File: src/height_to_normal_map_assert.svh
// ----------------------------------------------------------------------------
// height_to_normal_map_assert.svh
// Assertion macros of the height-to-normal-map RTL, used by htnm_norm.
// ----------------------------------------------------------------------------
`ifndef HEIGHT_TO_NORMAL_MAP_ASSERT_SVH
`define HEIGHT_TO_NORMAL_MAP_ASSERT_SVH

// Same-cycle implication, disabled while in reset
`define HTNM_ASSERT_NOW(label, clk, rst_n, ante, cons) \
  label: assert property (@(posedge clk) disable iff (!rst_n) (ante) |-> (cons)) \
    else $error("htnm assertion failed");

// Next-cycle implication, disabled while in reset
`define HTNM_ASSERT_NEXT(label, clk, rst_n, ante, cons) \
  label: assert property (@(posedge clk) disable iff (!rst_n) (ante) |=> (cons)) \
    else $error("htnm assertion failed");

`endif

File: src/htnm_pkg.sv
// ----------------------------------------------------------------------------
// htnm_pkg
// Types, codes and constants of the height-to-normal-map block.
// ----------------------------------------------------------------------------
package htnm_pkg;

  // Sizes
  localparam int MAX_WIDTH_DEF  = 1024;
  localparam int MAX_HEIGHT_DEF = 4096;
  localparam int SAMPLE_BITS    = 16;

  // Configuration port
  localparam int CFG_IDX_W  = 2;
  localparam int CFG_DATA_W = 13;
  localparam int WIDTH_W    = 11;
  localparam int HEIGHT_W   = 13;
  localparam logic [CFG_IDX_W-1:0] CFG_IMAGE_WIDTH  = 2'd0;
  localparam logic [CFG_IDX_W-1:0] CFG_IMAGE_HEIGHT = 2'd1;
  localparam logic [WIDTH_W-1:0]   WIDTH_RESET      = 11'd256;
  localparam logic [HEIGHT_W-1:0]  HEIGHT_RESET     = 13'd512;

  // Input kind codes
  localparam logic KIND_SAMPLE = 1'b0;
  localparam logic KIND_DRAIN  = 1'b1;

  // Output field widths
  localparam int COL_OUT_W = 10;
  localparam int ROW_OUT_W = 12;

  // Arithmetic
  localparam int MUL_W  = 17;
  localparam int PROD_W = 2 * MUL_W;
  localparam int SQ_W   = 2 * SAMPLE_BITS;
  localparam int Q_W    = PROD_W;
  localparam int CMP_W  = 50;
  localparam logic [MUL_W-1:0] K_65025 = 17'd65025;
  // z-term of the quarter norm: (2^SAMPLE_BITS)^2 / 4
  localparam logic [Q_W-1:0]   Q_BIAS  = 34'(64'd1 << (2 * SAMPLE_BITS - 2));
  localparam logic [CMP_W-1:0] RHS_Z   = 50'(64'd65025 << (2 * SAMPLE_BITS - 2));

  // Top-level sequencer
  typedef enum logic [2:0] {
    ST_IDLE, ST_RD0, ST_RD1, ST_RD2, ST_WR, ST_BUSY, ST_PUT
  } htnm_state_t;

  // Normalizer sequencer
  typedef enum logic [3:0] {
    N_IDLE, N_SQX, N_SQY, N_R0, N_R1, N_T, N_P0, N_P1, N_CMP, N_FIN
  } htnm_nstate_t;

  // Gradient handed to the normalizer
  typedef struct packed {
    logic [SAMPLE_BITS-1:0] dx_mag;
    logic                   dx_neg;
    logic [SAMPLE_BITS-1:0] dy_mag;
    logic                   dy_neg;
  } htnm_req_t;

  // Bytes returned by the normalizer
  typedef struct packed {
    logic [7:0] red;
    logic [7:0] green;
    logic [7:0] blue;
  } htnm_res_t;

endpackage

File: src/htnm_norm.sv
// ----------------------------------------------------------------------------
// htnm_norm
// Sequenced normalizer: exact byte of each normal component by binary
// search, using one shared 17x17 multiplier.
// ----------------------------------------------------------------------------
`include "height_to_normal_map_assert.svh"

module htnm_norm import htnm_pkg::*; (
  input  logic      clk,
  input  logic      rst_n,
  input  logic      start,
  input  htnm_req_t req,
  output logic      done,
  output htnm_res_t res
);

  htnm_nstate_t state_r, state_nxt;
  htnm_req_t    req_r;
  logic [SQ_W-1:0]   sqx_r, sqy_r;
  logic [Q_W-1:0]    q_r;
  logic [PROD_W-1:0] acc_r;
  logic [CMP_W-1:0]  lhs_r, rhs_r;
  logic [15:0]       tt_r;
  logic [7:0]        m_r, lo_r, hi_r;
  logic [1:0]        k_r;
  logic [7:0]        red_r, green_r, blue_r;

  logic [MUL_W-1:0]  mul_a, mul_b;
  logic [PROD_W-1:0] prod;
  logic [SQ_W-1:0]   sq_sel;
  logic [8:0]        sum9;
  logic [7:0]        m_w, tabs;
  logic              apos, azero, tneg, win;
  logic [7:0]        nlo, nhi;

  // Midpoint of the search and |2m-255|
  assign sum9   = {1'b0, lo_r} + {1'b0, hi_r} + 9'd1;
  assign m_w    = sum9[8:1];
  assign tabs   = {(m_w[7] ? m_w[6:0] : ~m_w[6:0]), 1'b1};
  assign sq_sel = (k_r == 2'd0) ? sqx_r : sqy_r;
  assign prod   = mul_a * mul_b;

  // Sign of the component under search
  always_comb begin
    case (k_r)
      2'd0:    begin apos = req_r.dx_neg; azero = (req_r.dx_mag == '0); end
      2'd1:    begin apos = req_r.dy_neg; azero = (req_r.dy_mag == '0); end
      default: begin apos = 1'b1;         azero = 1'b0;                 end
    endcase
  end

  // Decide one search step: is t*|n| <= 255*a
  assign tneg = ~m_r[7];
  assign win  = tneg ? (apos | azero | (lhs_r >= rhs_r)) : (apos & (lhs_r <= rhs_r));
  assign nlo  = win ? m_r : lo_r;
  assign nhi  = win ? hi_r : m_r - 8'd1;

  // Multiplier operand select
  always_comb begin
    mul_a = '0;
    mul_b = '0;
    unique case (state_r)
      N_SQX: begin mul_a = MUL_W'(req_r.dx_mag); mul_b = MUL_W'(req_r.dx_mag); end
      N_SQY: begin mul_a = MUL_W'(req_r.dy_mag); mul_b = MUL_W'(req_r.dy_mag); end
      N_R0:  begin mul_a = K_65025; mul_b = sq_sel[MUL_W-1:0]; end
      N_R1:  begin mul_a = K_65025; mul_b = MUL_W'(sq_sel[SQ_W-1:MUL_W]); end
      N_T:   begin mul_a = MUL_W'(tabs); mul_b = MUL_W'(tabs); end
      N_P0:  begin mul_a = MUL_W'(tt_r); mul_b = q_r[MUL_W-1:0]; end
      N_P1:  begin mul_a = MUL_W'(tt_r); mul_b = q_r[Q_W-1:MUL_W]; end
      default: begin mul_a = '0; mul_b = '0; end
    endcase
  end

  // Next state
  always_comb begin
    state_nxt = state_r;
    unique case (state_r)
      N_IDLE: if (start) state_nxt = N_SQX;
      N_SQX:  state_nxt = N_SQY;
      N_SQY:  state_nxt = N_R0;
      N_R0:   state_nxt = N_R1;
      N_R1:   state_nxt = N_T;
      N_T:    state_nxt = N_P0;
      N_P0:   state_nxt = N_P1;
      N_P1:   state_nxt = N_CMP;
      N_CMP: begin
        if (nlo == nhi) state_nxt = (k_r == 2'd2) ? N_FIN : N_R0;
        else            state_nxt = N_T;
      end
      N_FIN:  state_nxt = N_IDLE;
      default: state_nxt = N_IDLE;
    endcase
  end

  // Control registers
  always_ff @(posedge clk) begin
    if (!rst_n) begin
      state_r <= N_IDLE;
      k_r     <= 2'd0;
    end else begin
      state_r <= state_nxt;
      if (state_r == N_SQY) begin
        k_r <= 2'd0;
      end else if (state_r == N_CMP && nlo == nhi) begin
        k_r <= k_r + 2'd1;
      end
    end
  end

  // Datapath registers
  always_ff @(posedge clk) begin
    case (state_r)
      N_IDLE: if (start) req_r <= req;
      N_SQX:  sqx_r <= prod[SQ_W-1:0];
      N_SQY: begin
        sqy_r <= prod[SQ_W-1:0];
        q_r   <= Q_W'(sqx_r) + prod + Q_BIAS;
      end
      N_R0:   acc_r <= prod;
      N_R1: begin
        rhs_r <= (k_r == 2'd2) ? RHS_Z : CMP_W'(acc_r) + (CMP_W'(prod) << MUL_W);
        lo_r  <= 8'd0;
        hi_r  <= 8'd255;
      end
      N_T: begin
        tt_r <= prod[15:0];
        m_r  <= m_w;
      end
      N_P0:   acc_r <= prod;
      N_P1:   lhs_r <= CMP_W'(acc_r) + (CMP_W'(prod) << MUL_W);
      N_CMP: begin
        lo_r <= nlo;
        hi_r <= nhi;
        if (nlo == nhi) begin
          case (k_r)
            2'd0:    red_r   <= nlo;
            2'd1:    green_r <= nlo;
            default: blue_r  <= nlo;
          endcase
        end
      end
      default: ;
    endcase
  end

  assign done      = (state_r == N_FIN);
  assign res.red   = red_r;
  assign res.green = green_r;
  assign res.blue  = blue_r;

  `HTNM_ASSERT_NOW(a_start_idle, clk, rst_n, start, state_r == N_IDLE)
  `HTNM_ASSERT_NOW(a_search_order, clk, rst_n, state_r == N_CMP, lo_r < hi_r && m_r > lo_r)
  `HTNM_ASSERT_NEXT(a_done_pulse, clk, rst_n, done, !done && state_r == N_IDLE)

endmodule

File: config.mk
export PLATFORM = sky130hd
export DESIGN_NAME = htnm_norm
export DESIGN_NICKNAME = d
export VERILOG_FILES = /design/src/htnm_pkg.sv /design/src/htnm_norm.sv
export VERILOG_INCLUDE_DIRS = /design/src /design/src/src
export SDC_FILE = /design/constraint.sdc
export NUM_CORES = 1
export LEC_CHECK = 0
export BUFFER_PORTS_ARGS = -buffer_cell sky130_fd_sc_hd__buf_2
export CAP_MARGIN = 10
export CORE_UTILIZATION = 60
export DETAILED_ROUTE_END_ITERATION = 8
export PLACE_DENSITY = 0.76
export SYNTH_ARGS = -nofsm -noshare
export SYNTH_HDL_FRONTEND = slang
export SYNTH_SLANG_ARGS = --single-unit
File: constraint.sdc
create_clock -name clk -period 32.9 [get_ports clk]
set_input_delay 6.58 -clock clk [delete_from_list [all_inputs] [get_ports clk]]
set_output_delay 6.58 -clock clk [all_outputs]
set_load 0.02 [all_outputs]
# Yosys cells after proc, flatten, opt, wreduce, memory -nomap -nowiden
# Index checks and enable logic that the tools add are counted.
# W data, S select, Z words.
dict set report word_totals {
  in_bits 37
  wordCells 78
  out_inout_bits 25
  ff_bits 336
}
dict set report op_classes {
  mul 1
  n_mux 15
  reduce_logical 15
  eq_ne 13
  addsub 7
  magnitude_cmp 2
  n_bitwise 6
}
# cell count
set ops {}
lappend ops {{$pmux W17 S7} 1}
lappend ops {{$pmux W16 S5} 1}
lappend ops {{$add A34 B50 Y50} 1}
lappend ops {{$ge A50 B50 Y1} 1}
lappend ops {{$le A50 B50 Y1} 1}
lappend ops {{$pmux W4 S9} 1}
lappend ops {{$add A32 B34 Y34} 1}
lappend ops {{$add A34 B31 Y34 const B} 1}
lappend ops {{$mul A17 B17 Y34} 1}
lappend ops {{$logic_not A16 Y1} 2}
lappend ops {{$mux W32} 1}
lappend ops {{$pmux W8 S2} 2}
lappend ops {{$eq A4 B3 Y1 const B} 4}
lappend ops {{$mux W8} 2}
lappend ops {{$mux W4} 3}
lappend ops {{$reduce_or A2 Y1} 5}
lappend ops {{$add A8 B8 Y9} 1}
lappend ops {{$add A9 B1 Y9 const B} 1}
lappend ops {{$reduce_and A3 Y1} 3}
lappend ops {{$eq A4 B2 Y1 const B} 2}
lappend ops {{$eq A4 B4 Y1 const B} 2}
lappend ops {{$eq A8 B8 Y1} 1}
lappend ops {{$sub A8 B1 Y8 const B} 1}
lappend ops {{$mux W7} 1}
lappend ops {{other kinds (16)} 19}

# Logic depth before layout (Yosys ltp)
# Gate-level depths: netlist of the first run.
dict set report logic_depth {
  depth_word 9
  depth_mapped 45
  mapped_depth_nobuf 43
}

# Least setup slack after synthesis of the first run
# No wires, ideal clock.
dict set report synth_path {
  path_kind {flip-flop to flip-flop}
  startpoint {register state_r[1]}
  endpoint {register q_r[31] (data pin)}
  synth_period_minus_slack_ns 11.553
  setup_slack_ns 21.347
  path_buffers 3
  required_ns 32.634
  stages_incl_launch_ff 35
  t_arrival_ns 11.287
  setup_ns 0.266
  path_cell_list {dfxtp_1 -> clkbuf_1 -> nand2_1 -> nor3_1 -> clkbuf_1 -> a22oi_1 -> nand3_1 -> clkbuf_1 -> nand2_1 -> fa_1 -> fa_1 -> fa_1 -> inv_1 -> fa_1 -> fa_1 -> inv_1 -> fa_1 -> inv_1 -> ha_1 -> a21oi_1 -> o21ai_0 -> a31o_2 -> nor2_1 -> o21ai_0 -> xnor2_1 -> inv_1 -> ha_1 -> ha_1 -> a21oi_1 -> nand2b_1 -> o221ai_1 -> o41ai_1 -> o31ai_1 -> o41ai_1 -> xnor2_1}
}
dict set report synth_via {
  elab_chain_cells 6
  word_cells_on_any_way 14
  classes_between {add/sub: 2; mul: 1; eq/ne: 7; mux: 2; reduce/logical: 2}
}
# item line
set synth_rtl {}
lappend synth_rtl {{start: declaration} htnm_norm.sv:17} ;# htnm_nstate_t state_r, state_nxt;
lappend synth_rtl {{start signal: assignment} htnm_norm.sv:101} ;# state_r <= state_nxt;
lappend synth_rtl {{$eq A4 B3 Y1 or $eq A4 B2 Y1 (tied branches)} htnm_norm.sv:62} ;# unique case (state_r)
lappend synth_rtl {{$reduce_or A2 Y1 (no source line)} -}
lappend synth_rtl {{$pmux W16 S5} htnm_norm.sv:62}
lappend synth_rtl {{$mul A17 B17 Y34 (*)} htnm_norm.sv:41} ;# assign prod = mul_a * mul_b;
lappend synth_rtl {{net prod[19]} htnm_norm.sv:29} ;# logic [PROD_W-1:0] prod;
lappend synth_rtl {{$add A32 B34 Y34 (*)} htnm_norm.sv:117} ;# q_r <= Q_W'(sqx_r) + prod + Q_BIAS;
lappend synth_rtl {{$add A34 B31 Y34 (*)} htnm_norm.sv:117}
lappend synth_rtl {{end signal: assignment} htnm_norm.sv:117}
lappend synth_rtl {{end: declaration} htnm_norm.sv:20} ;# logic [Q_W-1:0] q_r;
# Mark *: on every way through the listed nets, which the timed path passes. The rest lies on a longest branch.
# A chain may end at the register's enable or synchronous reset.

# Final worst setup path of the first run
dict set report layout_path {
  startpoint {register lo_r[1]}
  endpoint {register q_r[31] (data pin)}
}
dict set report layout_via {
  elab_chain_cells 8
  word_cells_on_any_way 9
  classes_between {add/sub: 4; mul: 1; mux: 3; bitwise: 1}
}
# item line
set layout_rtl {}
lappend layout_rtl {{start: declaration} htnm_norm.sv:24} ;# logic [7:0] m_r, lo_r, hi_r;
lappend layout_rtl {{start signal: assignment} htnm_norm.sv:132} ;# lo_r <= nlo;
lappend layout_rtl {{$add A8 B8 Y9 (*)} htnm_norm.sv:37} ;# assign sum9 = {1'b0, lo_r} + {1'b0, hi_r} + 9'd1;
lappend layout_rtl {{$add A9 B1 Y9 (*)} htnm_norm.sv:37}
lappend layout_rtl {{$not A7 Y7} htnm_norm.sv:39} ;# assign tabs = {(m_w[7] ? m_w[6:0] : ~m_w[6:0]), 1'b1};
lappend layout_rtl {{$mux W7 (*)} htnm_norm.sv:39}
lappend layout_rtl {{$pmux W17 S7 or $pmux W16 S5 (tied branches)} htnm_norm.sv:62}
lappend layout_rtl {{$mul A17 B17 Y34 (*)} htnm_norm.sv:41}
lappend layout_rtl {{net prod[12]} htnm_norm.sv:29}
lappend layout_rtl {{$add A32 B34 Y34 (*)} htnm_norm.sv:117}
lappend layout_rtl {{$add A34 B31 Y34 (*)} htnm_norm.sv:117}
# Marks and branches as above.

==> summary.txt, run 1 <==
Logic synthesis
  – Synth Register Bits: 336
  – Synth Flop Type: edfxtp_1
  – Post-Syn Instances: 2419
  – Post-synth EDFFs: 330
  – Mux cell area share after synthesis: around 1.7%
  – Synth Area in Simple Gates: around an eighth
  – Dominant cells by area after synthesis: edfxtp_1, fa_1, ha_1
  – Synth cell types: 78
  – Synth warn: 0
  – Synth async-reset ratio: 0%
  – Sequential area share after synthesis: a little under two fifths
  – Post-Syn Nets: 2919
  – Xor/xnor share of the synthesized area: 3.621%
  – Syn_area_per_cell: 10.80 sq um
  – Post-synth top area share: 37.94%
  – Synth Area in Adders: 28.27%
  – Largest area contributor in the netlist: edfxtp_1
  – Compound-Gate Fraction of Synth Area: 9.877%
  – Post-Syn Area: 0.02612 sq mm
  – Combinational family with the most area after synthesis: adder cells

STA
  – Max Fclk: 0.08186 GHz
  – Final worst path period need: 12.22 ns
  – Final Slew Violations: 0
  – Setup tns final: 0 ns
  – RSZ-0062 raised after global routing: false
  – Final Cycle Share: between 30% and 40%
  – Slew headroom: 19.46%
  – Count of final setup violators: 0
  – Min Hold Slack: 0.4403 ns
  – Hold Fails Final Rpt: 0
  – Clock Skew: 0.03281 ns
  – Worst-Margin Slew: approximately 1.2 ns

Floorplan
  – Die width: ~210 microns
  – Core area: ~0.043 sq mm
  – Die span in y: 210.6 microns
  – # rows: 76
  – Initial Util: 60.77%
  – Die Area: 0.04437 sq mm
  – # IOs: 62

Power and ir drop
  – Tot Pwr: 0.001829 W
  – Cell area power density: 64.14 mW/mm^2
  – Leakage Power: about 13 nW
  – VDD IR max: 0.00004663 V

Setup path
  – CP max stage delay: about 0.96 ns
  – Worst-path maximum fanout: 8
  – Critical Path AT: 12.52 ns
  – Startpoint Class: register
  – CP delay by family, top: compound AO/OA/AOI/OAI gates
  – Critical Path End Type: register
  – Reg2Reg Depth: 42
  – Worst reg2reg startpoint: lo_r[1]
  – Worst EP required: around 33 ns
  – R2R Path End: q_r[31]
  – Worst Path Buf+Inv: 7
  – CP most frequent cell: inv_1
  – CP max-delay cell: a221oi_1
  – Crit Path Category: reg -> reg
  – FF-to-FF setup slack: about 21 ns

Routing
  – Via density: 5.995
  – Residual DRC: 0
  – Number of DRC markers in iteration 0: about 1700
  – Router iterations before antenna repair: 8
  – Routed WL: 66.63 mm
  – WL/cell: 21.44 microns
  – Vias: 18632
  – Post-route ant nets: 0

CTS
  – Clk slew on worst S/H paths: 0.06 ns
  – Setup bufs post-CTS: 0
  – Clock buffer depth: 3
  – CTS hold repair buffers: 0
  – Post-CTS sizing: 0
  – CTS tree: yes
  – H-tree Lvls: 2
  – TritonCTS Buffers: 37
  – Root Buffer: clkbuf_16
  – Worst skew pair latency: between 0.5 and 0.6 ns
  – CTS sink count: ~340

GRT
  – Met1 Use GR: between 40% and 50%
  – GRT Residual Overflow: 0
  – GRT Overall Usage: a little under a third
  – First-pass GRT wire length: 103.0 mm
  – Initial antenna violation count: 0
  – Layer with the highest usage: met2
  – Met2 usage: 49.74%
  – Met3 usage: 5.665%
  – Vias in the first global route: 18618
  – Largest net degree at the start of global routing: 70

Placed design
  – Routability cong.: 0.9679
  – Placed cell count: 3040
  – Port Buf Inserts: 61
  – HPWL Detailed: approximately 50 mm

Worst hold path
  – Hold Crit Depth: 0
  – Hold Startpoint: acc_r[5]
  – Hold Crit Endpoint: lhs_r[5]
  – Worst Hold Class: reg -> reg

Finish
  – Post-route non-filler standard cell count: between 3000 and 4000
  – Core Util, Final: 66.35%
  – Layout cell share with drive strength beyond 1: 8.482%
  – Nets@finish: 2994
  – Synth-to-layout area growth: 9.188%
  – Commonest non-fill, non-tap cell in the layout: inv_1
  – Fillers: 3287
  – Most frequent cells in the layout: inv_1, edfxtp_1, ha_1, nand2_1, nor2_1
  – Antenna Cells: 0

Job
  – Max cap viols: 0

Status
  – Status: finished, final reports clean
[kinds of logic (layout without fill, tap and decap cells)]
| logic type | Yosys count | count (layout) |
|---|---|---|
| AOI/OAI and AO/OA | 379 | 379 |
| xor gates and xnor gates | 108 | 108 |
| adders and majority gates | 463 | 463 |
| buffers and inverters | 405 | 509 |
| DFF | 336 | 336 |
| muxes | 43 | 43 |
| and+or+nand+nor | 685 | 685 |
[state kept, by name, indices dropped and copies added (netlist names), 8 cells and up]
name     cells
lhs_r       50
rhs_r       50
acc_r       34
q_r         34
req_r       34
sqx_r       32
sqy_r       32
tt_r        16
blue_r       8
green_r      8
hi_r         8
lo_r         8
m_r          8
red_r        8
[cells in the mapped netlist, types with 29 or more instances]
| library cell | number |
|---|---|
| nand2_1 | 219 |
| fa_1 | 212 |
| nor2b_1 | 36 |
| edfxtp_1 | 330 |
| o21ai_0 | 56 |
| a21o_1 | 51 |
| clkbuf_1 | 56 |
| inv_1 | 343 |
| nor2_1 | 217 |
| and2_1 | 40 |
| mux2i_1 | 29 |
| a21oi_1 | 101 |
| xor2_1 | 31 |
| ha_1 | 251 |
| xnor2_1 | 77 |
[worst max path at each step]
stage                          start  endpoint  slack, ns  cells past startpoint
after global placement       lo_r[1]   q_r[31]      21.42                     42
final                        lo_r[1]   q_r[31]      20.68                     42
after detailed placement     lo_r[1]   q_r[31]      21.00                     39
after global routing         lo_r[1]   q_r[31]      19.98                     42
after CTS                    lo_r[1]   q_r[31]      21.00                     39
after floorplan           state_r[1]   q_r[31]      21.35                     34
[cell type report]
type | count | area [sq um] | area share [%]
multi-input combinational | 1678 | 14600 | 51.19
timing repair buffer | 97 | 575.6 | 2.018
tap | 585 | 732.0 | 2.566
clock buffer | 43 | 969.7 | 3.400
clock inverter | 25 | 322.8 | 1.132
inverter | 344 | 1291 | 4.528
sequential | 336 | 10030 | 35.17
[per-layer routing]
metal | wire (microns) | vias to the layer above
li1 | - | 8462
met1 | 27200 | 9192
met2 | 31080 | 824
met3 | 5328 | 154
met4 | 3025 | 0
met5 | 0 | -
[where the power goes]
part	switching (W)	internal (W)	total, W	leakage (nW)
registers	0.0000145	0.000562	0.000577	3.08
clock network	0.000181	0.000263	0.000443	0.622
logic	0.000509	0.000300	0.000809	9.00
total	0.000704	0.00113	0.00183	12.7
[metrics by stage]
step	setup WS, ns	cell area (sq um)
after global placement	21.42	27230
after floorplan	21.35	26120
after CTS	21.00	28520
after global routing	19.98	28520
final	20.68	28520
after detailed placement	21.00	27230
No activity file was read; power rests on OpenSTA's default activity.
==> run 2: changes to the inputs <==
--- a/config.mk
+++ b/config.mk
@@ -8,9 +8,9 @@
 export LEC_CHECK = 0
 export BUFFER_PORTS_ARGS = -buffer_cell sky130_fd_sc_hd__buf_2
 export CAP_MARGIN = 10
-export CORE_UTILIZATION = 60
+export CORE_UTILIZATION = 58
 export DETAILED_ROUTE_END_ITERATION = 8
-export PLACE_DENSITY = 0.76
+export PLACE_DENSITY = 0.77
 export SYNTH_ARGS = -nofsm -noshare
 export SYNTH_HDL_FRONTEND = slang
 export SYNTH_SLANG_ARGS = --single-unit
==> constraint.sdc (replaced) <==
create_clock -name clk -period 10.58 [get_ports clk]
set_input_delay 2.116 -clock clk [delete_from_list [all_inputs] [get_ports clk]]
set_output_delay 2.116 -clock clk [all_outputs]
set_load 0.02 [all_outputs]
==> run 2 against run 1 <==
Critical path depth down 2. Non-clock buffer count grew 112. Maximum frequency grew 19%. Global-route usage up 0.41 points. Clock power grew to 2.7 times the previous value. Via count rose by 2.8%. Worst setup slack got worse by 20 ns. Final area grew 3.5%. Hold slack about the same. Sequential share of layout area decreased by 1.2 points. Flip-flop and latch count is the same. Cell count is 3.6% higher. Critical path type unchanged.
==> summary.txt, run 2 (synthesized netlist as in run 1, its figures left out) <==
Status
  – Status: finished, final reports clean

STA
  – Final worst path period need: 10.31 ns
  – Clock Skew: 0.01480 ns
  – Slew headroom: between 20% and 30%
  – Setup tns final: 0 ns
  – Final Slew Violations: 0
  – Count of final setup violators: 0
  – Max Fclk: roughly 0.097 GHz
  – Worst-Margin Slew: between 1 and 1.5 ns
  – Slack of the critical path: about 0.27 ns
  – Hold Fails Final Rpt: 0
  – Final Cycle Share: 97.41%
  – Min Hold Slack: 0.4403 ns

CTS
  – CTS tree: yes
  – Root Buffer: clkbuf_16
  – TritonCTS Buffers: 35
  – Clk slew on worst S/H paths: around 0.06 ns
  – Clock buffer depth: 3
  – CTS sink count: 336
  – H-tree Lvls: 2
  – Worst skew pair latency: 0.54 ns
  – CTS hold repair buffers: 0

Finish
  – Most frequent cells in the layout: inv_1, edfxtp_1, ha_1, nand2_1, nor2_1
  – Core Util, Final: 66.63%
  – Top flop regs: lhs_r x50, rhs_r x50
  – Post-route cell area: roughly 0.03 sq mm
  – Antenna Cells: 0
  – Layout cell share with drive strength beyond 1: 13.54%
  – Synth-to-layout area growth: 13.05%
  – Nets@finish: 3104
  – Commonest non-fill, non-tap cell in the layout: inv_1

Placed design
  – Routability cong.: 0.9733
  – HPWL Detailed: 55.68 mm
  – DP Area: between 0.02 and 0.03 sq mm
  – Pre-CTS setup slack: -0.07188 ns
  – Port Buf Inserts: between 60 and 70

GRT
  – Largest net degree at the start of global routing: 69
  – GRT Residual Overflow: 0
  – Initial antenna violation count: 0
  – GRT Overall Usage: 31.16%
  – Vias in the first global route: 19308
  – First-pass GRT wire length: 109.6 mm

Job
  – Max cap viols: 0

Routing
  – Residual DRC: 0
  – Post-route ant nets: 0
  – Met2 wire length: 33.98 mm
  – Number of DRC markers in iteration 0: 1746
  – Vias: 19157
  – Via density: 5.948
  – Routed WL: 70.67 mm
  – WL/cell: approximately 22 microns
  – WL met1: between 20 and 30 mm
  – Max Used Layer: met4
  – Routed wl met3: 5.163 mm
  – Router iterations before antenna repair: 5

Setup path
  – Startpoint Class: register
  – Crit Path Category: reg -> reg
  – Worst EP required: around 11 ns
  – CP max stage delay: 0.55 ns
  – Critical Path AT: between 10 and 15 ns
  – CP max-delay cell: fa_1
  – Critical Path End Type: register
  – Worst-path maximum fanout: 6
  – CP most frequent cell: fa_1

Power and ir drop
  – Clock Power Share: about a fifth
  – Combinational power share: 49.0%
  – Seq pwr share: between 30% and 40%
  – Leakage Power: 13.21 nW
  – VDD IR max: between 0.00015 and 0.0002 V
  – NetSw: 0.002292 W
  – Cell area power density: 199.8 mW/mm^2
  – Switching share of power: 38.85%
  – Internal: approximately 0.0036 W

Floorplan
  – # IOs: 62
  – Die span in y: 214.2 microns
  – Core area: 0.04432 sq mm
  – Die Area: 0.04589 sq mm
  – Die width: 214.2 microns
  – Initial Util: roughly three fifths
  – # rows: 77

Worst hold path
  – Worst Hold Class: reg -> reg
## run 2: per-layer routing
| metal | global-route usage (%) | vias up |
|---|---|---|
| met3 | 4.142 | 125 |
| met2 | 51.07 | 809 |
| met1 | 42.85 | 9547 |
| met5 | 0 | - |
| met4 | 10.81 | 0 |
| li1 | - | 8676 |
## run 2: critical path, delay by kind of cell, from the launching register on
| family | cells | cell delay [ns] |
|---|---|---|
| adders and majority gates | 10 | 4.36 |
| buffers and inverters | 8 | 0.76 |
| and+or+nand+nor | 6 | 1.07 |
| AOI/OAI and AO/OA | 14 | 2.99 |
| DFF | 1 | 0.42 |
| xor gates and xnor gates | 2 | 0.46 |
## run 2: worst paths after layout
| check | from | end | slack (ns) | cells past startpoint |
|---|---|---|---|---|
| min | acc_r[12] | lhs_r[12] | 0.44 | 0 |
| max | lo_r[1] | q_r[26] | 0.27 | 40 |
| max reg2reg | lo_r[1] | q_r[26] | 0.27 | 40 |
| min reg2reg | acc_r[12] | lhs_r[12] | 0.44 | 0 |
## run 2: power groups by stage
stage	combinational [W]	clock (W)	sequential, W
after floorplan	0.00174	0	0.00180
after global routing	0.00314	0.00127	0.00181
final	0.00289	0.00121	0.00180
after CTS	0.00275	0.00122	0.00180
after detailed placement	0.00271	0	0.00183
after global placement	0.00264	0	0.00182
## run 2: cell type report
type	instances	area, sq um
multi-input cells	1678	14910
fillers	3347	14790
flip-flops and latches	336	10030
repair buffers	209	1464
inverters	344	1291
clock buffers	43	905.9
well taps	592	740.7
clock inverters	19	190.2
## run 2: per-stage QoR
step           total power (W)  instances
2_1_floorplan         0.003539       2419
3_3_place_gp          0.004464       3152
3_5_place_dp          0.004534       3152
4_1_cts               0.005767       3214
5_1_grt               0.006215       3221
6_report              0.005901       3221
## run 2: what timing repair did
action,4_1_cts,5_1_grt
setup endpoints to repair,4,33
pin swaps,0,16
setup buffers,0,6
resized for setup,4,55
cloned,0,0
